==> src/rtl/core/b64d_pkg.sv <==
// shared types and constants of the streaming base64 decoder
`timescale 1ns / 1ps

package b64d_pkg;

	// input transaction: one character of the encoded text
	typedef struct packed {
		logic [7:0] char_code;
		logic       last_char;
	} b64d_in_t;

	// output transaction: one decoded byte
	typedef struct packed {
		logic [7:0] data_byte;
		logic       run_end;
		logic       stream_end;
		logic [1:0] status;
	} b64d_out_t;

	// status codes
	localparam logic [1:0] STAT_OK    = 2'd0;
	localparam logic [1:0] STAT_BAD   = 2'd1;
	localparam logic [1:0] STAT_TRUNC = 2'd2;

	// special characters of the alphabet
	localparam logic [7:0] CH_PAD   = 8'h3D;
	localparam logic [7:0] CH_PLUS  = 8'h2B;
	localparam logic [7:0] CH_SLASH = 8'h2F;

	// one finished group, handed from the front to the back
	typedef struct packed {
		logic [23:0] triple;     // three bytes, first byte highest
		logic [1:0]  count;      // bytes to emit, 1 to 3
		logic        last;       // group closes the stream
		logic [1:0]  status;
	} b64d_grp_t;

	localparam int QUEUE_DEPTH = 4;

endpackage

==> src/rtl/core/b64d_front.sv <==
// front end: takes characters, maps them to sextets and builds groups
`timescale 1ns / 1ps

module b64d_front (
	input  logic                clk,
	input  logic                arst_n,
	input  logic                char_valid,
	output logic                char_stall,
	input  b64d_pkg::b64d_in_t  char_data,
	output logic                push,
	output b64d_pkg::b64d_grp_t push_grp,
	input  logic                queue_full
);
	import b64d_pkg::*;

	typedef struct packed {
		logic [5:0] sextet;
		logic       pad;
		logic       bad;
	} b64d_cls_t;

	function automatic b64d_cls_t classify(input logic [7:0] ch);
		b64d_cls_t r;
		begin
			r = '0;
			priority if (ch >= 8'h41 && ch <= 8'h5A) begin
				r.sextet = 6'(ch - 8'h41);
			end else if (ch >= 8'h61 && ch <= 8'h7A) begin
				r.sextet = 6'(ch - 8'h47);
			end else if (ch >= 8'h30 && ch <= 8'h39) begin
				r.sextet = 6'(ch + 8'h04);
			end else if (ch == CH_PLUS) begin
				r.sextet = 6'd62;
			end else if (ch == CH_SLASH) begin
				r.sextet = 6'd63;
			end else if (ch == CH_PAD) begin
				r.pad = 1'b1;
			end else begin
				r.bad = 1'b1;
			end
			return r;
		end
	endfunction

	logic [17:0] acc_q;
	logic [1:0]  pos_q;
	logic        tpad_q;
	logic        bad_q;

	b64d_cls_t cls;
	logic      accept;
	logic      bad_n;
	logic      last;
	logic [1:0] trim;

	assign char_stall = queue_full;
	assign accept     = char_valid && !char_stall;
	assign cls        = classify(char_data.char_code);
	assign last       = char_data.last_char;
	assign bad_n      = bad_q | cls.bad;
	assign trim       = {1'b0, cls.pad} + {1'b0, tpad_q};

	always_comb begin
		push     = 1'b0;
		push_grp = '0;
		if (accept) begin
			if (pos_q == 2'd3) begin
				push            = 1'b1;
				push_grp.triple = {acc_q, cls.sextet};
				push_grp.count  = last ? 2'(2'd3 - trim) : 2'd3;
				push_grp.last   = last;
				push_grp.status = bad_n ? STAT_BAD : STAT_OK;
			end else if (last) begin
				// stream cut mid-group
				push            = 1'b1;
				push_grp.count  = 2'd1;
				push_grp.last   = 1'b1;
				push_grp.status = STAT_TRUNC;
			end
		end
	end

	always_ff @(posedge clk or negedge arst_n) begin
		if (!arst_n) begin
			acc_q  <= '0;
			pos_q  <= '0;
			tpad_q <= 1'b0;
			bad_q  <= 1'b0;
		end else if (accept) begin
			if (pos_q == 2'd3 || last) begin
				acc_q  <= '0;
				pos_q  <= '0;
				tpad_q <= 1'b0;
				bad_q  <= 1'b0;
			end else begin
				acc_q  <= {acc_q[11:0], cls.sextet};
				pos_q  <= pos_q + 2'd1;
				tpad_q <= tpad_q | (pos_q == 2'd2 && cls.pad);
				bad_q  <= bad_n;
			end
		end
	end

	a_last_clears: assert property (@(posedge clk) disable iff (!arst_n)
		accept && last |=> pos_q == 2'd0 && !tpad_q && !bad_q)
		else $error("group state not cleared after final character");

	a_trunc_shape: assert property (@(posedge clk) disable iff (!arst_n)
		push && push_grp.status == STAT_TRUNC |-> push_grp.count == 2'd1 &&
		push_grp.triple == 24'd0 && push_grp.last)
		else $error("truncation entry malformed");

	a_count_nonzero: assert property (@(posedge clk) disable iff (!arst_n)
		push |-> push_grp.count != 2'd0)
		else $error("group pushed with no bytes");

	a_no_push_full: assert property (@(posedge clk) disable iff (!arst_n)
		!(push && queue_full))
		else $error("group pushed into full queue");

endmodule

==> src/rtl/core/b64d_queue.sv <==
// short group queue between front and back
`timescale 1ns / 1ps

module b64d_queue #(
	parameter int DEPTH = b64d_pkg::QUEUE_DEPTH
) (
	input  logic                clk,
	input  logic                arst_n,
	input  logic                push,
	input  b64d_pkg::b64d_grp_t push_grp,
	output logic                full,
	input  logic                pop,
	output logic                head_valid,
	output b64d_pkg::b64d_grp_t head_grp
);
	import b64d_pkg::*;

	localparam int PW = (DEPTH > 1) ? $clog2(DEPTH) : 1;
	localparam int CW = $clog2(DEPTH + 1);
	localparam logic [PW-1:0] LAST_PTR = PW'(DEPTH - 1);
	localparam logic [CW-1:0] FULL_CNT = CW'(DEPTH);

	b64d_grp_t     mem_q [DEPTH];
	logic [PW-1:0] wr_ptr_q;
	logic [PW-1:0] rd_ptr_q;
	logic [CW-1:0] cnt_q;

	assign full       = cnt_q == FULL_CNT;
	assign head_valid = cnt_q != '0;
	assign head_grp   = mem_q[rd_ptr_q];

	always_ff @(posedge clk) begin
		if (push) begin
			mem_q[wr_ptr_q] <= push_grp;
		end
	end

	always_ff @(posedge clk or negedge arst_n) begin
		if (!arst_n) begin
			wr_ptr_q <= '0;
			rd_ptr_q <= '0;
			cnt_q    <= '0;
		end else begin
			if (push) begin
				wr_ptr_q <= (wr_ptr_q == LAST_PTR) ? '0 : wr_ptr_q + PW'(1);
			end
			if (pop) begin
				rd_ptr_q <= (rd_ptr_q == LAST_PTR) ? '0 : rd_ptr_q + PW'(1);
			end
			unique case ({push, pop})
				2'b10:   cnt_q <= cnt_q + CW'(1);
				2'b01:   cnt_q <= cnt_q - CW'(1);
				default: cnt_q <= cnt_q;
			endcase
		end
	end

endmodule

==> src/rtl/core/b64d_back.sv <==
// back end: splits queued groups into bytes behind an output register
`timescale 1ns / 1ps

module b64d_back (
	input  logic                clk,
	input  logic                arst_n,
	input  logic                head_valid,
	input  b64d_pkg::b64d_grp_t head_grp,
	output logic                pop,
	output logic                byte_valid,
	input  logic                byte_stall,
	output b64d_pkg::b64d_out_t byte_data
);
	import b64d_pkg::*;

	logic [1:0] idx_q;
	logic       byte_valid_q;
	b64d_out_t  byte_q;

	logic       load;
	logic       final_byte;
	logic [7:0] sel_byte;

	assign load       = !byte_valid_q || !byte_stall;
	assign final_byte = (idx_q + 2'd1) == head_grp.count;
	assign pop        = load && head_valid && final_byte;

	always_comb begin
		unique case (idx_q)
			2'd0:    sel_byte = head_grp.triple[23:16];
			2'd1:    sel_byte = head_grp.triple[15:8];
			default: sel_byte = head_grp.triple[7:0];
		endcase
	end

	always_ff @(posedge clk) begin
		if (load) begin
			byte_q.data_byte  <= sel_byte;
			byte_q.run_end    <= final_byte;
			byte_q.stream_end <= final_byte && head_grp.last;
			byte_q.status     <= head_grp.status;
		end
	end

	always_ff @(posedge clk or negedge arst_n) begin
		if (!arst_n) begin
			idx_q        <= '0;
			byte_valid_q <= 1'b0;
		end else if (load) begin
			byte_valid_q <= head_valid;
			if (head_valid) begin
				idx_q <= final_byte ? 2'd0 : idx_q + 2'd1;
			end
		end
	end

	assign byte_valid = byte_valid_q;
	assign byte_data  = byte_q;

endmodule

==> src/rtl/core/base64_stream_decoder_core.sv <==
// top level of the streaming base64 decoder
`timescale 1ns / 1ps
// throughput: one character and one decoded byte per cycle, unless that side stalls
// first byte of a group: registered in the group queue, then in the output register
// a group drains byte by byte; the group queue absorbs the 4:3 rate mismatch
// reset: arst_n asynchronously clears group state, queue pointers and output valid

module base64_stream_decoder_core #(
	parameter int QDEPTH = b64d_pkg::QUEUE_DEPTH
) (
	input  logic                clk,
	input  logic                arst_n,
	// character channel
	input  logic                char_valid,
	output logic                char_stall,
	input  b64d_pkg::b64d_in_t  char_data,
	// byte channel
	output logic                byte_valid,
	input  logic                byte_stall,
	output b64d_pkg::b64d_out_t byte_data
);
	import b64d_pkg::*;

	// front to queue
	logic      push;
	b64d_grp_t push_grp;
	logic      queue_full;

	// queue to back
	logic      pop;
	logic      head_valid;
	b64d_grp_t head_grp;

	// front: sextet mapping, group assembly, truncation detect
	b64d_front u_front (
		.clk        (clk),
		.arst_n     (arst_n),
		.char_valid (char_valid),
		.char_stall (char_stall),
		.char_data  (char_data),
		.push       (push),
		.push_grp   (push_grp),
		.queue_full (queue_full)
	);

	// queue of finished groups, lets the two sides stall independently
	b64d_queue #(
		.DEPTH (QDEPTH)
	) u_queue (
		.clk        (clk),
		.arst_n     (arst_n),
		.push       (push),
		.push_grp   (push_grp),
		.full       (queue_full),
		.pop        (pop),
		.head_valid (head_valid),
		.head_grp   (head_grp)
	);

	// back: one byte per transaction through the output register
	b64d_back u_back (
		.clk        (clk),
		.arst_n     (arst_n),
		.head_valid (head_valid),
		.head_grp   (head_grp),
		.pop        (pop),
		.byte_valid (byte_valid),
		.byte_stall (byte_stall),
		.byte_data  (byte_data)
	);

endmodule
==> config.mk <==
export PLATFORM = sky130hd
export DESIGN_NAME = base64_stream_decoder_core
export DESIGN_NICKNAME = d
export VERILOG_FILES = /design/src/rtl/core/b64d_pkg.sv /design/src/rtl/core/b64d_front.sv /design/src/rtl/core/b64d_queue.sv /design/src/rtl/core/b64d_back.sv /design/src/rtl/core/base64_stream_decoder_core.sv
export SDC_FILE = /design/constraint.sdc
export NUM_CORES = 1
export LEC_CHECK = 0
export BUFFER_PORTS_ARGS = -buffer_cell sky130_fd_sc_hd__buf_2
export CORE_UTILIZATION = 66
export CTS_CLUSTER_DIAMETER = 200
export DETAILED_ROUTE_END_ITERATION = 8
export GPL_TIMING_DRIVEN = 0
export PLACE_DENSITY = 0.94
export SLEW_MARGIN = 20
export SYNTH_ARGS = -nofsm -noshare
export SYNTH_HDL_FRONTEND = slang
export SYNTH_SLANG_ARGS = --single-unit
==> constraint.sdc <==
create_clock -name clk -period 5.7 [get_ports clk]
set_clock_uncertainty 0.1 [all_clocks]
set_input_delay 0.285 -clock clk [delete_from_list [all_inputs] [get_ports clk]]
set_output_delay 0.285 -clock clk [all_outputs]
set_load 0.02 [all_outputs]
==> metrics.txt <==
# TYPE chip_impl_metric gauge
chip_impl_info{name="tritoncts",value="done"} 1
chip_impl_info{name="synth_flop_cell",value="edfxtp_1"} 1
chip_impl_metric{name="final.period_utilization",unit=""} 0.6118
chip_impl_info{name="critical_path.most_common_cell",value="xor2_1"} 1
chip_impl_metric{name="cpPeakStageDelay",unit="ns"} 0.73
chip_impl_metric{name="dp_hpwl",unit="mm"} 9.959
chip_impl_metric{name="drtPass1Iterations",unit=""} 6
chip_impl_metric{name="core-area",unit="um2"} 9910
chip_impl_metric{name="dr.first_iter.drc_count",unit=""} 608
chip_impl_info{name="min-delay-path-class",value="input port to flip-flop"} 1
chip_impl_metric{name="die_outline_area",unit="um2"} 10780
chip_impl_metric{name="p_seq_frac",unit=""} 0.398
chip_impl_metric{name="crit_path_max_fanout",unit=""} 14
chip_impl_metric{name="die_h",unit="um"} 103.9
chip_impl_metric{name="period_needed",unit="ns"} 3.487
chip_impl_metric{name="nFillCells",unit=""} 475
chip_impl_info{name="critPathLaunchType",value="flip-flop"} 1
chip_impl_metric{name="layout-drive-gt1-share",unit=""} 0.2077
chip_impl_metric{name="n_antenna_cell",unit=""} 0
chip_impl_metric{name="initial_core_util",unit=""} 0.6909
chip_impl_metric{name="clk_pin_slew_worst_paths",unit="ns"} 0.07
chip_impl_info{name="critical_path.cell_chain",value="nand2_1, o31ai_1, nor3_1, ha_1, inv_1, fa_1, xor2_1, nor2_1, xor2_1"} 1
chip_impl_metric{name="clock_power_share",unit=""} 0.312
chip_impl_metric{name="drt_drc_violations_left",unit=""} 0
chip_impl_metric{name="grt_overall_usage",unit=""} 0.3638
chip_impl_info{name="critical-path-slowest-cell",value="nor3_1"} 1
chip_impl_metric{name="vias",unit=""} 4470
chip_impl_metric{name="synth-seq-cells",unit=""} 160
chip_impl_info{name="worst_setup_path_endpoint",value="u_queue.cnt_q[2]$_DFFE_PN0P_"} 1
chip_impl_metric{name="async_flop_share",unit=""} 0.2000
chip_impl_metric{name="hold_viol",unit=""} 0
chip_impl_metric{name="grt_start_max_net_pins",unit=""} 33
chip_impl_metric{name="synth.avg_cell_area",unit="um2"} 15.81
chip_impl_metric{name="timing_max_transition_violations_final",unit=""} 0
chip_impl_metric{name="multi_input_area",unit="um2"} 2019
chip_impl_metric{name="worst-endpoint-required",unit="ns"} 6.08
chip_impl_info{name="crit_path_end_kind",value="flip-flop"} 1
chip_impl_metric{name="design.portCount",unit=""} 27
chip_impl_info{name="cts_root_buf",value="clkbuf_8"} 1
chip_impl_metric{name="drv_cap",unit=""} 0
chip_impl_metric{name="max_freq",unit="MHz"} 286.8
chip_impl_metric{name="regArea",unit="um2"} 4644
chip_impl_metric{name="power.density_cell_area",unit="nW/um2"} 508.0
chip_impl_metric{name="dieWidth",unit="um"} 103.9
chip_impl_info{name="startpoint",value="u_back.byte_valid$_DFFE_PN0P_"} 1
chip_impl_metric{name="number_of_enable_flip_flop_cells_after_synthesis",unit=""} 128
chip_impl_metric{name="layout.nets",unit=""} 517
chip_impl_metric{name="netlist_area",unit="um2"} 6847
chip_impl_metric{name="total_switching_power",unit="mW"} 1.309
chip_impl_metric{name="cp.buffers_inverters",unit=""} 1
chip_impl_metric{name="ys_warn_count",unit=""} 0
chip_impl_metric{name="clkLatencyLatePin",unit="ns"} 0.55
chip_impl_metric{name="internal-power",unit="mW"} 2.714
chip_impl_metric{name="cts-buffers-inserted",unit=""} 17
chip_impl_info{name="rr_startpoint",value="u_back.byte_valid$_DFFE_PN0P_"} 1
chip_impl_metric{name="portBuffers",unit=""} 26
chip_impl_metric{name="ff2ff_path_depth",unit=""} 9
chip_impl_metric{name="max_slew_headroom",unit=""} 0.2839
chip_impl_metric{name="grt_antenna_before_repair",unit=""} 0
chip_impl_info{name="rsz_0062_raised_after_global_routing",value="false"} 1
chip_impl_metric{name="synth-seq-area-share",unit=""} 0.6784
chip_impl_metric{name="ir_drop",unit="mV"} 0.2681
chip_impl_metric{name="cp_data_arrival_time",unit="ns"} 3.86
chip_impl_metric{name="leakagePower",unit="nW"} 3.061
chip_impl_metric{name="gp_congestion",unit=""} 0.8697
chip_impl_info{name="r2r-end",value="u_queue.cnt_q[2]$_DFFE_PN0P_"} 1
chip_impl_metric{name="grt_first_pass_wirelength",unit="mm"} 27.89
chip_impl_info{name="crit_type",value="flip-flop to flip-flop"} 1
chip_impl_metric{name="syn-num-nets",unit=""} 467
chip_impl_metric{name="htree_num_levels",unit=""} 4
chip_impl_metric{name="final_report_setup_violation_count",unit=""} 0
chip_impl_metric{name="routed_via_density",unit=""} 7.107
chip_impl_info{name="crit_family",value="simple AND/OR/NAND/NOR gates"} 1
chip_impl_metric{name="timing_worst_slew_pin_value",unit="ns"} 1.074
chip_impl_metric{name="totalWireLength",unit="mm"} 18.15
chip_impl_metric{name="final_core_utilization",unit=""} 0.7992
chip_impl_metric{name="min_path_cells",unit=""} 3
chip_impl_metric{name="switching_share",unit=""} 0.3254
chip_impl_metric{name="number_of_global_route_vias_before_repair",unit=""} 4497
chip_impl_metric{name="power.combinational.fraction",unit=""} 0.290
chip_impl_metric{name="synth_cell_type_count",unit=""} 49
chip_impl_info{name="status",value="completed"} 1
chip_impl_metric{name="rows",unit=""} 36
chip_impl_metric{name="ctsResizeCount",unit=""} 0
chip_impl_metric{name="areaGrowthSynthToFinish",unit="%"} 15.68
chip_impl_metric{name="clkSinkCount",unit=""} 160
chip_impl_metric{name="antenna_violating_nets_remaining",unit=""} 0
chip_impl_metric{name="syn_inst",unit=""} 433
chip_impl_metric{name="overflow",unit=""} 0
chip_impl_metric{name="clockBufferDepth",unit=""} 2
chip_impl_metric{name="fin_setup_tns",unit="ns"} 0
chip_impl_metric{name="critical_path_depth",unit=""} 9
chip_impl_metric{name="post_dr_wirelength_cell",unit="um"} 28.85
chip_impl_metric{name="r2r_slack",unit="ns"} 2.21
[kinds of logic after synthesis]
logic type                 count (synthesis)  synth area share
AOI/OAI and AO/OA                         68           0.06835
xor gates and xnor gates                   9           0.01151
adders and majority gates                 21           0.03947
buffers and inverters                     46           0.02741
DFF                                      160            0.6784
muxes                                     31           0.09868
and+or+nand+nor                           98           0.07621
[cell usage in the layout (no fill, tap or decap), types with 5 or more instances in the layout]
master and n:
edfxtp_1 128, dfrtp_1 32, mux4_2 29, buf_2 29, inv_1 26, o21ai_0 20, ha_1 20, and3_1 19
nand2_1 18, nor2_1 16, clkbuf_16 16, a22o_1 14, nor3_1 10, clkbuf_1 9, a22oi_1 8, buf_1 6
nand3_1 6, xnor2_1 5, nor2b_1 5, a21oi_1 5, bufinv_16 5
[through the flow]
| step | setup WS (ns) | instance area [um2] | std cells | hold WS [ns] | power [mW] |
|---|---|---|---|---|---|
| finish | 2.213 | 7920 | 629 | 0.09419 | 4.024 |
| global route | 2.102 | 7920 | 629 | 0.1253 | 4.137 |
| CTS | 2.378 | 7920 | 629 | 0.1001 | 3.986 |
| detailed placement | 2.520 | 7258 | 596 | 0.2861 | 2.667 |
| global placement | 2.706 | 7143 | 592 | 0.2733 | 2.545 |
| floorplan | 3.094 | 6847 | 433 | -0.1106 | 2.305 |
[synthesized netlist by cell type, types with 2 or more instances]
library cell | n | area [um2]
a22oi_1 | 8 | 60.06
inv_1 | 26 | 97.59
edfxtp_1 | 128 | 3844
or3_1 | 4 | 25.02
nor4_1 | 2 | 12.51
nand3_1 | 6 | 30.03
dfrtp_1 | 32 | 800.8
mux2_2 | 2 | 22.52
a2bb2oi_1 | 2 | 17.52
xnor2_1 | 5 | 43.79
nand2_1 | 18 | 67.56
a21oi_1 | 5 | 25.02
ha_1 | 20 | 250.2
nor2_1 | 16 | 60.06
and3_1 | 19 | 118.9
a22o_1 | 14 | 122.6
nand2b_1 | 3 | 18.77
o221ai_1 | 2 | 17.52
nor2b_1 | 5 | 31.28
o21ai_0 | 20 | 100.1
and2_1 | 7 | 43.79
xor2_1 | 4 | 35.03
a31oi_1 | 4 | 25.02
nor3_1 | 10 | 50.05
o31ai_1 | 3 | 22.52
buf_1 | 6 | 22.52
clkbuf_1 | 9 | 33.78
buf_2 | 3 | 15.01
mux4_2 | 29 | 653.1
a21o_1 | 2 | 15.01
[power by group through the flow]
| stage | Clock, mW | Sequential, mW | Combinational (mW) |
|---|---|---|---|
| 2_1_floorplan | 0 | 1.63 | 0.673 |
| 3_3_place_gp | 0 | 1.58 | 0.964 |
| 3_5_place_dp | 0 | 1.60 | 1.07 |
| 4_1_cts | 1.25 | 1.59 | 1.14 |
| 5_1_grt | 1.30 | 1.61 | 1.23 |
| 6_report | 1.26 | 1.60 | 1.17 |
[worst min path at each step]
stage,start,end
final,char_data[1],u_front.acc_q[0]$_DFFE_PN0P_
after floorplan,arst_n,u_back.byte_valid$_DFFE_PN0P_
after global routing,char_data[0],u_queue.mem_q[1][4]$_DFFE_PP_
after global placement,arst_n,u_back.idx_q[0]$_DFFE_PN0P_
after detailed placement,arst_n,u_queue.rd_ptr_q[0]$_DFFE_PN0P_
after CTS,char_data[0],u_queue.mem_q[2][3]$_DFFE_PP_
[per-layer routing]
layer	wire length (um)	part of all wire	track usage	vias up
met1	6131	0.34	0.4697	2220
met5	0	0	0	-
li1	-	-	-	1780
met2	9070	0.50	0.5876	391
met3	2160	0.12	0.1028	79
met4	784	0.043	0.1520	0
[sequential cells by signal, summed over array words and instances, names as in the netlist]
signal,flops
u_front.tpad_q,1
u_queue.wr_ptr_q,2
u_back.byte_data,12
u_queue.cnt_q,3
u_queue.mem_q,116
u_front.bad_q,1
u_back.byte_valid,1
u_back.idx_q,2
u_front.acc_q,18
u_front.pos_q,2
u_queue.rd_ptr_q,2
[final cells by class]
class	count	share of cell area
plain buffers	20	0.01137
clock buffers	19	0.05577
clock inverters	13	0.02654
inverters	26	0.01232
multi-input cells	227	0.2550
flip-flops and latches	160	0.5864
well taps	133	0.02101
repair buffers	31	0.03160
[worst reg2reg max path, stage by stage, from the launching register on]
cell and delay [ns]:
dfrtp_1 0.39, nand2_1 0.60, o31ai_1 0.38, nor3_1 0.73, ha_1 0.33, inv_1 0.06
fa_1 0.37, xor2_1 0.15, nor2_1 0.16, xor2_1 0.16
[timing repair]
item                      in CTS  in global routing
setup buffers                  0                  0
hold buffers                   1                  0
hold endpoints to repair      32                  0
Note: power is estimated with default switching activity, not from simulation.
